<file path="src/rtl/spsa_pkg.sv">
// Shared types and constants of the slab page slot allocator.
`timescale 1ns / 1ps

package spsa_pkg;

  localparam int SIZE_W  = 12;
  localparam int REQ_W   = 16;
  localparam int OFF_W   = 12;
  localparam int SLOT_W  = 8;
  localparam int CNT_W   = 8;
  localparam int STAT_W  = 3;
  localparam int DVS_W   = SIZE_W + 1;

  localparam int HDR_BYTES = 32;
  localparam int HDR_FIXED = 26;
  localparam int CAP_LIMIT = 254;

  localparam logic [REQ_W-1:0]  MIN_OBJ   = 16'd32;
  localparam logic [REQ_W-1:0]  MAX_OBJ   = 16'd4048;
  localparam logic [SLOT_W-1:0] CHAIN_END = 8'd255;
  localparam logic [CNT_W-1:0]  CNT_MAX   = 8'd255;

  localparam logic REQ_ALLOC = 1'b0;
  localparam logic REQ_FREE  = 1'b1;

  localparam logic [STAT_W-1:0] ST_OK        = 3'd0;
  localparam logic [STAT_W-1:0] ST_NO_SLOT   = 3'd1;
  localparam logic [STAT_W-1:0] ST_TOO_LARGE = 3'd2;
  localparam logic [STAT_W-1:0] ST_WRONG_CLS = 3'd3;
  localparam logic [STAT_W-1:0] ST_FREE_EMPTY = 3'd4;

  typedef struct packed {
    logic              req_type;
    logic [REQ_W-1:0]  request_size;
    logic [OFF_W-1:0]  free_offset;
  } spsa_req_t;

  typedef struct packed {
    logic [OFF_W-1:0]  obj_offset;
    logic [STAT_W-1:0] status;
    logic [CNT_W-1:0]  live_count;
    logic              page_released;
  } spsa_res_t;

endpackage

</file>
<file path="src/rtl/slab_page_slot_allocator.sv">
// Top level of the slab page slot allocator: sequencer, page state and result register.
`timescale 1ns / 1ps

// One request is taken when start is high and busy is low; busy then stays high
// until the cycle in which its single result is shown on res_o under res_valid_o,
// and a new request may be taken in that same cycle. The receiver cannot stall: the
// result must be taken in that cycle. An allocate with no page present builds the
// page: a division of (PAGE_BYTES-32) by (slot size + 1) in the shared
// one-bit-per-cycle divider (max(clog2(PAGE_BYTES-31),12) steps) and then one
// free-list entry written per cycle through the table's single write port (capacity
// entries, up to MAX_SLOTS). A free divides the slot offset, less the offset of the
// first slot, by the page's slot size in the same divider. The user must see that
// slot_size is written only while idle; the block itself does not enforce it.
module slab_page_slot_allocator #(
  parameter int PAGE_BYTES = 4096,
  parameter int MAX_SLOTS  = 128
) (
  input  logic                  clk_i,
  input  logic                  rst_ni,
  input  logic                  start,
  output logic                  busy,
  input  spsa_pkg::spsa_req_t   req_i,
  input  logic                  cfg_we_i,
  input  logic [11:0]           cfg_wdata_i,
  output logic                  res_valid_o,
  output spsa_pkg::spsa_res_t   res_o
);

  import spsa_pkg::*;

  localparam int SPAN   = PAGE_BYTES - HDR_BYTES;
  localparam int SPAN_W = $clog2(SPAN + 1);
  localparam int DVD_W  = (SPAN_W > OFF_W) ? SPAN_W : OFF_W;
  localparam int IDX_W  = $clog2(MAX_SLOTS);

  localparam logic [2:0] S_IDLE   = 3'd0;
  localparam logic [2:0] S_CHECK  = 3'd1;
  localparam logic [2:0] S_CAPDIV = 3'd2;
  localparam logic [2:0] S_FILL   = 3'd3;
  localparam logic [2:0] S_ALLOC  = 3'd4;
  localparam logic [2:0] S_ALLOC2 = 3'd5;
  localparam logic [2:0] S_IDXDIV = 3'd6;

  logic [2:0]        state_q, state_d;
  spsa_req_t         req_q, req_d;
  logic [SIZE_W-1:0] slot_size_q;
  logic [SLOT_W-1:0] head_q, head_d;
  logic [CNT_W-1:0]  count_q, count_d;
  logic              present_q, present_d;
  logic [SLOT_W-1:0] cap_q, cap_d;
  logic [OFF_W-1:0]  first_q, first_d;
  logic [SIZE_W-1:0] pss_q, pss_d;
  logic [SLOT_W-1:0] fill_q, fill_d;
  logic [OFF_W-1:0]  prod_q, prod_d;
  logic              res_valid_q, res_valid_d;
  spsa_res_t         res_q, res_d;

  logic              ram_we;
  logic [IDX_W-1:0]  ram_waddr;
  logic [SLOT_W-1:0] ram_wdata;
  logic [SLOT_W-1:0] ram_rdata;

  logic              div_start;
  logic [DVD_W-1:0]  div_dividend;
  logic [DVS_W-1:0]  div_divisor;
  logic              div_done;
  logic [DVD_W-1:0]  div_quot;

  logic [REQ_W-1:0]  size_clamped;
  logic [DVS_W-1:0]  size_rounded;
  logic [SLOT_W-1:0] cap_calc;
  logic [19:0]       prod_full;
  logic [OFF_W-1:0]  free_span;

  assign size_clamped = (req_q.request_size < MIN_OBJ) ? MIN_OBJ : req_q.request_size;
  assign size_rounded = ({1'b0, size_clamped[SIZE_W-1:0]} + DVS_W'(15)) & ~DVS_W'(15);
  assign prod_full    = 20'(head_q) * 20'(pss_q);
  assign free_span    = req_q.free_offset - first_q;

  always_comb begin
    if (div_quot > DVD_W'(MAX_SLOTS)) begin
      cap_calc = SLOT_W'(MAX_SLOTS);
    end else if (div_quot > DVD_W'(CAP_LIMIT)) begin
      cap_calc = SLOT_W'(CAP_LIMIT);
    end else begin
      cap_calc = div_quot[SLOT_W-1:0];
    end
  end

  always_comb begin
    state_d      = state_q;
    req_d        = req_q;
    head_d       = head_q;
    count_d      = count_q;
    present_d    = present_q;
    cap_d        = cap_q;
    first_d      = first_q;
    pss_d        = pss_q;
    fill_d       = fill_q;
    prod_d       = prod_q;
    res_valid_d  = 1'b0;
    res_d        = res_q;
    ram_we       = 1'b0;
    ram_waddr    = fill_q[IDX_W-1:0];
    ram_wdata    = fill_q + SLOT_W'(1);
    div_start    = 1'b0;
    div_dividend = DVD_W'(SPAN);
    div_divisor  = {1'b0, slot_size_q} + DVS_W'(1);

    unique case (state_q)
      S_IDLE: begin
        if (start) begin
          req_d   = req_i;
          state_d = S_CHECK;
        end
      end
      S_CHECK: begin
        res_d = '{obj_offset: '0, status: ST_OK, live_count: count_q, page_released: 1'b0};
        if (req_q.req_type == REQ_ALLOC) begin
          if (req_q.request_size > MAX_OBJ) begin
            res_d.status = ST_TOO_LARGE;
            res_valid_d  = 1'b1;
            state_d      = S_IDLE;
          end else if (size_rounded != {1'b0, slot_size_q}) begin
            res_d.status = ST_WRONG_CLS;
            res_valid_d  = 1'b1;
            state_d      = S_IDLE;
          end else if (!present_q) begin
            div_start = 1'b1;
            state_d   = S_CAPDIV;
          end else begin
            state_d = S_ALLOC;
          end
        end else begin
          if (!present_q || count_q == '0) begin
            res_d.status = ST_FREE_EMPTY;
            res_valid_d  = 1'b1;
            state_d      = S_IDLE;
          end else if (req_q.free_offset < first_q || pss_q == '0) begin
            res_d.status = ST_WRONG_CLS;
            res_valid_d  = 1'b1;
            state_d      = S_IDLE;
          end else begin
            div_start    = 1'b1;
            div_dividend = DVD_W'(free_span);
            div_divisor  = {1'b0, pss_q};
            state_d      = S_IDXDIV;
          end
        end
      end
      S_CAPDIV: begin
        if (div_done) begin
          if (cap_calc == '0) begin
            res_d.status = ST_NO_SLOT;
            res_valid_d  = 1'b1;
            state_d      = S_IDLE;
          end else begin
            cap_d     = cap_calc;
            first_d   = (OFF_W'(cap_calc) + OFF_W'(HDR_FIXED + 15)) & ~OFF_W'(15);
            pss_d     = slot_size_q;
            head_d    = '0;
            count_d   = '0;
            present_d = 1'b1;
            fill_d    = '0;
            state_d   = S_FILL;
          end
        end
      end
      S_FILL: begin
        ram_we = 1'b1;
        fill_d = fill_q + SLOT_W'(1);
        if (fill_q == cap_q - SLOT_W'(1)) begin
          ram_wdata = CHAIN_END;
          state_d   = S_ALLOC;
        end
      end
      S_ALLOC: begin
        if (head_q == CHAIN_END || head_q >= cap_q) begin
          res_d.status = ST_NO_SLOT;
          res_valid_d  = 1'b1;
          state_d      = S_IDLE;
        end else begin
          prod_d  = prod_full[OFF_W-1:0];
          state_d = S_ALLOC2;
        end
      end
      S_ALLOC2: begin
        head_d = ram_rdata;
        if (count_q != CNT_MAX) begin
          count_d = count_q + CNT_W'(1);
        end
        res_d.obj_offset = first_q + prod_q;
        res_d.status     = ST_OK;
        res_d.live_count = count_d;
        res_valid_d      = 1'b1;
        state_d          = S_IDLE;
      end
      S_IDXDIV: begin
        if (div_done) begin
          if (div_quot >= DVD_W'(cap_q)) begin
            res_d.status = ST_WRONG_CLS;
          end else begin
            ram_we    = 1'b1;
            ram_waddr = div_quot[IDX_W-1:0];
            ram_wdata = head_q;
            head_d    = div_quot[SLOT_W-1:0];
            count_d   = count_q - CNT_W'(1);
            if (count_d == '0) begin
              present_d           = 1'b0;
              res_d.page_released = 1'b1;
            end
            res_d.status     = ST_OK;
            res_d.live_count = count_d;
          end
          res_valid_d = 1'b1;
          state_d     = S_IDLE;
        end
      end
      default: begin
        state_d = S_IDLE;
      end
    endcase
  end

  always_ff @(posedge clk_i or negedge rst_ni) begin
    if (!rst_ni) begin
      state_q     <= S_IDLE;
      slot_size_q <= SIZE_W'(32);
      head_q      <= '0;
      count_q     <= '0;
      present_q   <= 1'b0;
      cap_q       <= '0;
      first_q     <= '0;
      pss_q       <= '0;
      res_valid_q <= 1'b0;
    end else begin
      state_q     <= state_d;
      head_q      <= head_d;
      count_q     <= count_d;
      present_q   <= present_d;
      cap_q       <= cap_d;
      first_q     <= first_d;
      pss_q       <= pss_d;
      res_valid_q <= res_valid_d;
      if (cfg_we_i) begin
        slot_size_q <= cfg_wdata_i;
      end
    end
  end

  always_ff @(posedge clk_i) begin
    req_q  <= req_d;
    fill_q <= fill_d;
    prod_q <= prod_d;
    res_q  <= res_d;
  end

  spsa_ram #(
    .WIDTH (SLOT_W),
    .DEPTH (MAX_SLOTS)
  ) u_next_free (
    .clk_i   (clk_i),
    .we_i    (ram_we),
    .waddr_i (ram_waddr),
    .wdata_i (ram_wdata),
    .raddr_i (head_q[IDX_W-1:0]),
    .rdata_o (ram_rdata)
  );

  spsa_div #(
    .DVD_W (DVD_W),
    .DVS_W (DVS_W)
  ) u_div (
    .clk_i      (clk_i),
    .rst_ni     (rst_ni),
    .start_i    (div_start),
    .dividend_i (div_dividend),
    .divisor_i  (div_divisor),
    .done_o     (div_done),
    .quotient_o (div_quot)
  );

  assign busy        = (state_q != S_IDLE);
  assign res_valid_o = res_valid_q;
  assign res_o       = res_q;

endmodule

</file>
<file path="src/rtl/spsa_ram.sv">
// Generic single-write, single-read RAM with registered read data.
`timescale 1ns / 1ps

module spsa_ram #(
  parameter int WIDTH = 8,
  parameter int DEPTH = 128
) (
  input  logic                     clk_i,
  input  logic                     we_i,
  input  logic [$clog2(DEPTH)-1:0] waddr_i,
  input  logic [WIDTH-1:0]         wdata_i,
  input  logic [$clog2(DEPTH)-1:0] raddr_i,
  output logic [WIDTH-1:0]         rdata_o
);

  logic [WIDTH-1:0] mem_q [DEPTH];
  logic [WIDTH-1:0] rdata_q;

  always_ff @(posedge clk_i) begin
    if (we_i) begin
      mem_q[waddr_i] <= wdata_i;
    end
    rdata_q <= mem_q[raddr_i];
  end

  assign rdata_o = rdata_q;

endmodule

</file>
<file path="src/rtl/spsa_div.sv">
// Restoring divider, one quotient bit per cycle.
`timescale 1ns / 1ps

module spsa_div #(
  parameter int DVD_W = 12,
  parameter int DVS_W = 13
) (
  input  logic             clk_i,
  input  logic             rst_ni,
  input  logic             start_i,
  input  logic [DVD_W-1:0] dividend_i,
  input  logic [DVS_W-1:0] divisor_i,
  output logic             done_o,
  output logic [DVD_W-1:0] quotient_o
);

  localparam int CW = $clog2(DVD_W + 1);

  logic [DVS_W-1:0] rem_q, rem_d;
  logic [DVD_W-1:0] quo_q, quo_d;
  logic [DVS_W-1:0] dvs_q, dvs_d;
  logic [CW-1:0]    cnt_q, cnt_d;
  logic             run_q, run_d;
  logic             done_q, done_d;
  logic [DVS_W:0]   trial;
  logic [DVS_W:0]   diff;

  assign trial = {rem_q, quo_q[DVD_W-1]};
  assign diff  = trial - {1'b0, dvs_q};

  always_comb begin
    rem_d  = rem_q;
    quo_d  = quo_q;
    dvs_d  = dvs_q;
    cnt_d  = cnt_q;
    run_d  = run_q;
    done_d = 1'b0;
    if (start_i) begin
      rem_d = '0;
      quo_d = dividend_i;
      dvs_d = divisor_i;
      cnt_d = CW'(DVD_W);
      run_d = 1'b1;
    end else if (run_q) begin
      if (!diff[DVS_W]) begin
        rem_d = diff[DVS_W-1:0];
        quo_d = {quo_q[DVD_W-2:0], 1'b1};
      end else begin
        rem_d = trial[DVS_W-1:0];
        quo_d = {quo_q[DVD_W-2:0], 1'b0};
      end
      cnt_d = cnt_q - CW'(1);
      if (cnt_q == CW'(1)) begin
        run_d  = 1'b0;
        done_d = 1'b1;
      end
    end
  end

  always_ff @(posedge clk_i or negedge rst_ni) begin
    if (!rst_ni) begin
      cnt_q  <= '0;
      run_q  <= 1'b0;
      done_q <= 1'b0;
    end else begin
      cnt_q  <= cnt_d;
      run_q  <= run_d;
      done_q <= done_d;
    end
  end

  always_ff @(posedge clk_i) begin
    rem_q <= rem_d;
    quo_q <= quo_d;
    dvs_q <= dvs_d;
  end

  assign done_o     = done_q;
  assign quotient_o = quo_q;

endmodule
</file>
<file path="config.mk">
export PLATFORM = sky130hd
export DESIGN_NAME = slab_page_slot_allocator
export DESIGN_NICKNAME = d
export VERILOG_FILES = /design/src/rtl/spsa_pkg.sv /design/src/rtl/slab_page_slot_allocator.sv /design/src/rtl/spsa_ram.sv /design/src/rtl/spsa_div.sv
export SDC_FILE = /design/constraint.sdc
export NUM_CORES = 1
export LEC_CHECK = 0
export ABC_AREA = 0
export BUFFER_PORTS_ARGS = -buffer_cell sky130_fd_sc_hd__buf_4
export CORE_ASPECT_RATIO = 0.5
export CORE_MARGIN = 5
export CORE_UTILIZATION = 65
export CTS_CLUSTER_DIAMETER = 100
export DETAILED_ROUTE_END_ITERATION = 6
export PLACE_DENSITY = 0.82
export SYNTH_ARGS = -nofsm -noshare
export SYNTH_HDL_FRONTEND = slang
export SYNTH_HIERARCHICAL = 1
export SYNTH_SLANG_ARGS = --single-unit
</file>
<file path="constraint.sdc">
create_clock -name clk_i -period 19.49 [get_ports clk_i]
set_input_delay 1.949 -clock clk_i [delete_from_list [all_inputs] [get_ports clk_i]]
set_output_delay 1.949 -clock clk_i [all_outputs]
set_load 0.02 [all_outputs]
</file>
# Word-level counts from Yosys, hierarchy flattened
# Memories as Yosys holds them, arrays and structs flattened. A register that Yosys moved wholly into a read port is not among the register bits.
# Cells that the tools add are included.
# Widths: inputs -> output; s select.
dict set report classes {
  n_mux 97
  n_eq_ne 20
  reduce_logical 28
  add_sub_neg 11
  bitwise 2
  magnitude_cmp 7
  mul 1
}
# operator count
set op_table {}
lappend op_table {{$mux 12} 8}
lappend op_table {{$mux 8} 12}
lappend op_table {{$pmux 8 s3} 3}
lappend op_table {{$mux 13} 5}
lappend op_table {{$mux 3} 16}
lappend op_table {{$mux 1} 33}
lappend op_table {{$pmux 8 s2} 2}
lappend op_table {{$gt 12x8->1 const B} 2}
lappend op_table {{$logic_not 8->1} 3}
lappend op_table {{$pmux 12 s2} 1}
lappend op_table {{$mux 7} 3}
lappend op_table {{$pmux 3 s6} 1}
lappend op_table {{$add 8x1->8 const B} 2}
lappend op_table {{$gt 16x12->1 const B} 1}
lappend op_table {{$lt 16x6->1 const B} 1}
lappend op_table {{$sub 8x1->8 const B} 2}
lappend op_table {{$pmux 3 s5} 1}
lappend op_table {{$ne 2x2->1 const B} 7}
lappend op_table {{$sub 14x13->14} 1}
lappend op_table {{$add 12x1->13 const B} 1}
lappend op_table {{$add 12x4->13 const B} 1}
lappend op_table {{$ne 13x12->1} 1}
lappend op_table {{$add 12x12->12} 1}
lappend op_table {{$ge 12x8->1} 1}
lappend op_table {{other kinds (32)} 57}
dict set report totals {
  out_inout_bits 26
  mem_bits_rw 1024
  n_memories 1
  elab_cells 191
  regBits 178
  inputBits 45
}
# memory depth word_bits read_ports rd_ports_with_merged_regs write_ports line_no
set mem_list {}
lappend mem_list {u_next_free.mem_q 128 8 1 1 1 spsa_ram.sv:16} ;# logic [WIDTH-1:0] mem_q [DEPTH];

# Depth between registers and ports, before layout
dict set report logic_depth {
  word_depth 9
  ltp_mapped 17
  depth_no_buf 16
}

# Hierarchy
# Netlist, hierarchy kept.
# mod area_per_inst_um2 cells_per_inst instances
set modules_own_cells {}
lappend modules_own_cells {spsa_ram 39665.5 1635 1}
lappend modules_own_cells {slab_page_slot_allocator 9507.9 1008 1}
lappend modules_own_cells {spsa_div 2476.1 222 1}

# Least setup slack after synthesis
# Ideal clock, no wire load.
dict set report synth_path {
  kind {flip-flop to flip-flop}
  start {register u_div.quo_q[10], in the netlist u_div/quotient_o[10]}
  end {memory u_next_free.mem_q[0][4], data pin}
  required_ns 18.293
  setup_time_ns 1.197
  n_path_buf 1
  slack_ns 11.189
  synth_period_minus_slack_ns 8.301
  arrival_time_ns 7.104
  stages_incl_launch_ff 9
  path_cell_list {edfxtp_1 -> or4_4 -> nor2_4 -> inv_2 -> or4_4 -> o21ai_1 -> buf_2 -> nor2_1 -> o21ai_0}
}
dict set report synth_between {
  elab_chain_len 4
}
# element line_no
set synth_rtl {}
lappend synth_rtl {{start: declaration} spsa_div.sv:20} ;# logic [DVD_W-1:0] quo_q, quo_d;
lappend synth_rtl {{start signal: assignment} spsa_div.sv:74} ;# quo_q <= quo_d;
lappend synth_rtl {{$ge 12x8->1} slab_page_slot_allocator.sv:200} ;# if (div_quot >= DVD_W'(cap_q)) begin
lappend synth_rtl {{$mux 8} slab_page_slot_allocator.sv:200}
lappend synth_rtl {{$mux 8} slab_page_slot_allocator.sv:199} ;# if (div_done) begin
lappend synth_rtl {{$pmux 8 s2} slab_page_slot_allocator.sv:110} ;# unique case (state_q)
lappend synth_rtl {{net ram_wdata[4]} slab_page_slot_allocator.sv:60} ;# logic [SLOT_W-1:0] ram_wdata;
lappend synth_rtl {{end: declaration} spsa_ram.sv:16}
# The timed path passes the listed nets, and every way through them passes these cells.

# Worst setup path after layout
dict set report layout_path {
  start {register state_q[1]}
  end {memory u_next_free.mem_q[12][2], enable pin}
}
dict set report layout_between {
  word_cells_on_any_way 6
}
# element line_no
set layout_rtl {}
lappend layout_rtl {{start: declaration} slab_page_slot_allocator.sv:44} ;# logic [2:0] state_q, state_d;
lappend layout_rtl {{start signal: assignment} slab_page_slot_allocator.sv:237} ;# state_q <= state_d;
lappend layout_rtl {{$eq 3x3->1} slab_page_slot_allocator.sv:110}
lappend layout_rtl {{$mux 7} slab_page_slot_allocator.sv:110}
lappend layout_rtl {{net ram_waddr[0]} slab_page_slot_allocator.sv:59} ;# logic [IDX_W-1:0] ram_waddr;
# The timed path passes the listed nets, and every way through them passes these cells.

==> metrics.md <==
| Metric | Value |
|---|---|
| Mapped Nets | `3018` |
| Min-delay src | `u_div/rem_q[2]` |
| Global-route wire length before repair | `~200 mm` |
| Yosys warnings | `6` |
| Largest net degree at the start of global routing | `102` |
| Iteration-0 DRC Markers | `around 4900` |
| Status | `finished, final reports clean` |
| Final period util | `just under 30%` |
| CP Launch Point | `state_q[1]` |
| Worst r2r src | `state_q[1]` |
| Worst-Margin Slew | `between 1 and 1.5 ns` |
| Post-CTS Resized | `0` |
| Pwr Total | `about 5 mW` |
| Setup TNS | `0 ns` |
| Seq cells post-synth | `about 1200` |
| Fin nets | `slightly above 3000` |
| Hold Path Class | `flop to flop` |
| Power per cell area | `~86 nW/um2` |
| Total grt overflow | `0` |
| Area Growth Syn to Fin | `9.28%` |
| Peak VDD IR | `a little under 0.00008 V` |
| Vias/cell | `between 7 and 8` |
| Detailed Place HPWL | `approximately 76 mm` |
| Row count | `73` |
| Post-synth EDFFs | `around 1100` |
| Die width | `between 400 and 500 um` |
| Commonest non-fill, non-tap cells in the layout | `edfxtp_1 (1122), mux4_2 (336), nor2_1 (207)` |
| Area of the core | `between 70000 and 80000 um2` |
| Setup bufs post-CTS | `0` |
| Setup crit end kind | `flop` |
| Final GP Congestion | `~0.89` |
| Fmax | `around 0.17 GHz` |
| Buf+Inv Stages, Crit Path | `0` |
| Hold_buf cts | `0` |
| CP cell instances | `nor2b_1 > nand2_1 > or4_4 > o21a_1 > and2_1 > a21o_1 > nor2b_1 > nand2_1 > nor2_1` |
| Reg clk slew, reported paths | `0.07 ns` |
| Initial antenna violation count | `6` |
| Routed wire per std cell | `about 34 um` |
| Max FO, Critical Path | `19` |
| Crit path DAT | `6.09 ns` |
| Syn_area_per_cell | `between 15 and 20 um2` |
| Clock sink count | `about 1200` |
| Die Footprint | `roughly 86000 um2` |
| Clk_lat worst skew | `0.73 ns` |
| Max clock buf depth | `3` |
| Ys async rst share | `under 10%` |
| Max-cap violations | `0` |
| Layout cells sized above 1 | `between 20% and 30%` |
| Distinct cell type count after synthesis | `83` |
| Die Y | `between 200 and 250 um` |
| Max_slew headroom | `between 7 and 8%` |
| Synth Flop Type | `edfxtp_1` |
| I/O Buffers | `70` |
| # setup viols final | `0` |
| # IOs | `just over 70` |
| Static Leak | `~20 nW` |
| Post-route DRC | `0` |
| Total track usage | `32.7%` |
| CTS tree | `yes` |
| Post-layout minimum cycle time | `around 5.8 ns` |
| RSZ-0062 raised after global routing | `no` |
| Clock skew | `0.0427 ns` |
| Worst Path Required | `between 15 and 20 ns` |
| Initial Utilization | `about two thirds` |
| Synthesized area | `around 52000 um2` |
| Startpoint types | `flop` |
| Fin. max-slew vios | `0` |
| Root buffer selected by CTS | `clkbuf_16` |
| Final ANT Viol Nets | `0` |
| CTS Buf Count | `100` |
| Via count | `29000` |
| CP max stage delay | `between 1 and 1.5 ns` |
| TritonRoute pass-1 iters | `6` |
| Antenna cells | `0` |
| Cells after Synth | `2865` |
| Clock H-tree levels | `3` |
| Fin util | `between 70% and 80%` |
| Total wire length | `approximately 140 mm` |
| Final Hold Viols | `0` |
| Sequential share of the synthesized area | `between 60% and 70%` |
| Worst path slowest cell | `nor2_1` |
| Vias in the first global route | `between 20000 and 30000` |
| Commonest non-fill, non-tap cell in the layout | `edfxtp_1` |
| Family with the most delay on the worst path | `simple AND/OR/NAND/NOR gates` |
| Critical path class | `flop to flop` |
flip-flops by register name (all words and copies together) (netlist names), 12 cells and up:
register           cells
u_div/dvs_q           13
u_div/quotient_o      12
slot_size_q           12
pss_q                 12
prod_q                12
res_o                 24
u_div/rem_q           13
req_q                 29
u_next_free/mem_q   1024
worst reg2reg max path, delay by kind of cell, from the launching register on:
kind | cells | cell delay, ns
AOI/OAI and AO/OA | 2 | 0.72
and+or+nand+nor | 7 | 4.14
DFF | 1 | 0.55
Yosys cell counts, drive strengths merged (27+ instances only):
library cell / count / area share, %
edfxtp: 1122 / 65
a21oi: 36 / 0.36
xnor2: 54 / 0.92
nand3: 38 / 0.38
mux4: 336 / 15
mux2: 44 / 0.96
o21ai: 74 / 0.72
and2: 57 / 0.70
nand2: 140 / 1.0
inv: 102 / 0.74
fa: 39 / 1.5
clkbuf: 101 / 0.73
buf: 55 / 0.60
nor2: 209 / 1.5
dfrtp: 63 / 3.1
nor3: 27 / 0.26
ha: 69 / 1.7
layout make-up:
| type | count | area, um2 |
|---|---|---|
| timing repair buffer | 113 | 850 |
| inverter | 103 | 387 |
| sequential | 1207 | 35700 |
| clock inverter | 57 | 503 |
| tap | 1050 | 1310 |
| fill | 4253 | 22700 |
| clock buffer | 125 | 2660 |
| multi-input combinational | 1399 | 15000 |
final timing paths:
path,endpoint,slack [ns],depth (start not counted)
setup / recovery,u_next_free/mem_q[12][2],13.72,9
hold / removal,u_div/rem_q[2],0.51,2
setup reg to reg,u_next_free/mem_q[12][2],13.72,9
hold reg to reg,u_div/rem_q[2],0.51,2
max in group asynchronous,head_q[4],17.39,1
min in group asynchronous,slot_size_q[4],1.34,1
through the flow:
stage / setup slack, ns / cells / hold WS [ns] / area [um2]
floorplan: 11.19 / 2865 / 0.471 / 51600
detailed placement: 14.30 / 3872 / 0.499 / 53300
CTS: 14.05 / 4054 / 0.509 / 56400
global placement: 14.21 / 3870 / 0.485 / 53200
finish: 13.72 / 4054 / 0.505 / 56400
global route: 13.64 / 4054 / 0.530 / 56400
logic make-up (layout without fill, tap and decap cells):
| kind of cell | after synthesis | after routing | synth area share [%] |
|---|---|---|---|
| adders and majority gates | 108 | 108 | 3.18 |
| buffers and inverters | 259 | 398 | 2.08 |
| AOI/OAI and AO/OA | 217 | 217 | 2.72 |
| and+or+nand+nor | 603 | 603 | 5.69 |
| muxes | 391 | 391 | 15.8 |
| DFF | 1207 | 1207 | 69.1 |
| xor gates and xnor gates | 80 | 80 | 1.36 |
where the power goes:
group	switching, mW	internal [mW]
Combinational	0.0264	0.0215
Clock	0.972	1.04
Sequential	0.0113	2.80
routing by layer:
metal | track usage [%] | share of wire [%]
met5 | 0 | 0.022
met3 | 9.64 | 14
met1 | 44.6 | 34
met4 | 10.6 | 4.2
met2 | 52.0 | 48
Note: power is estimated with default switching activity, not from simulation.
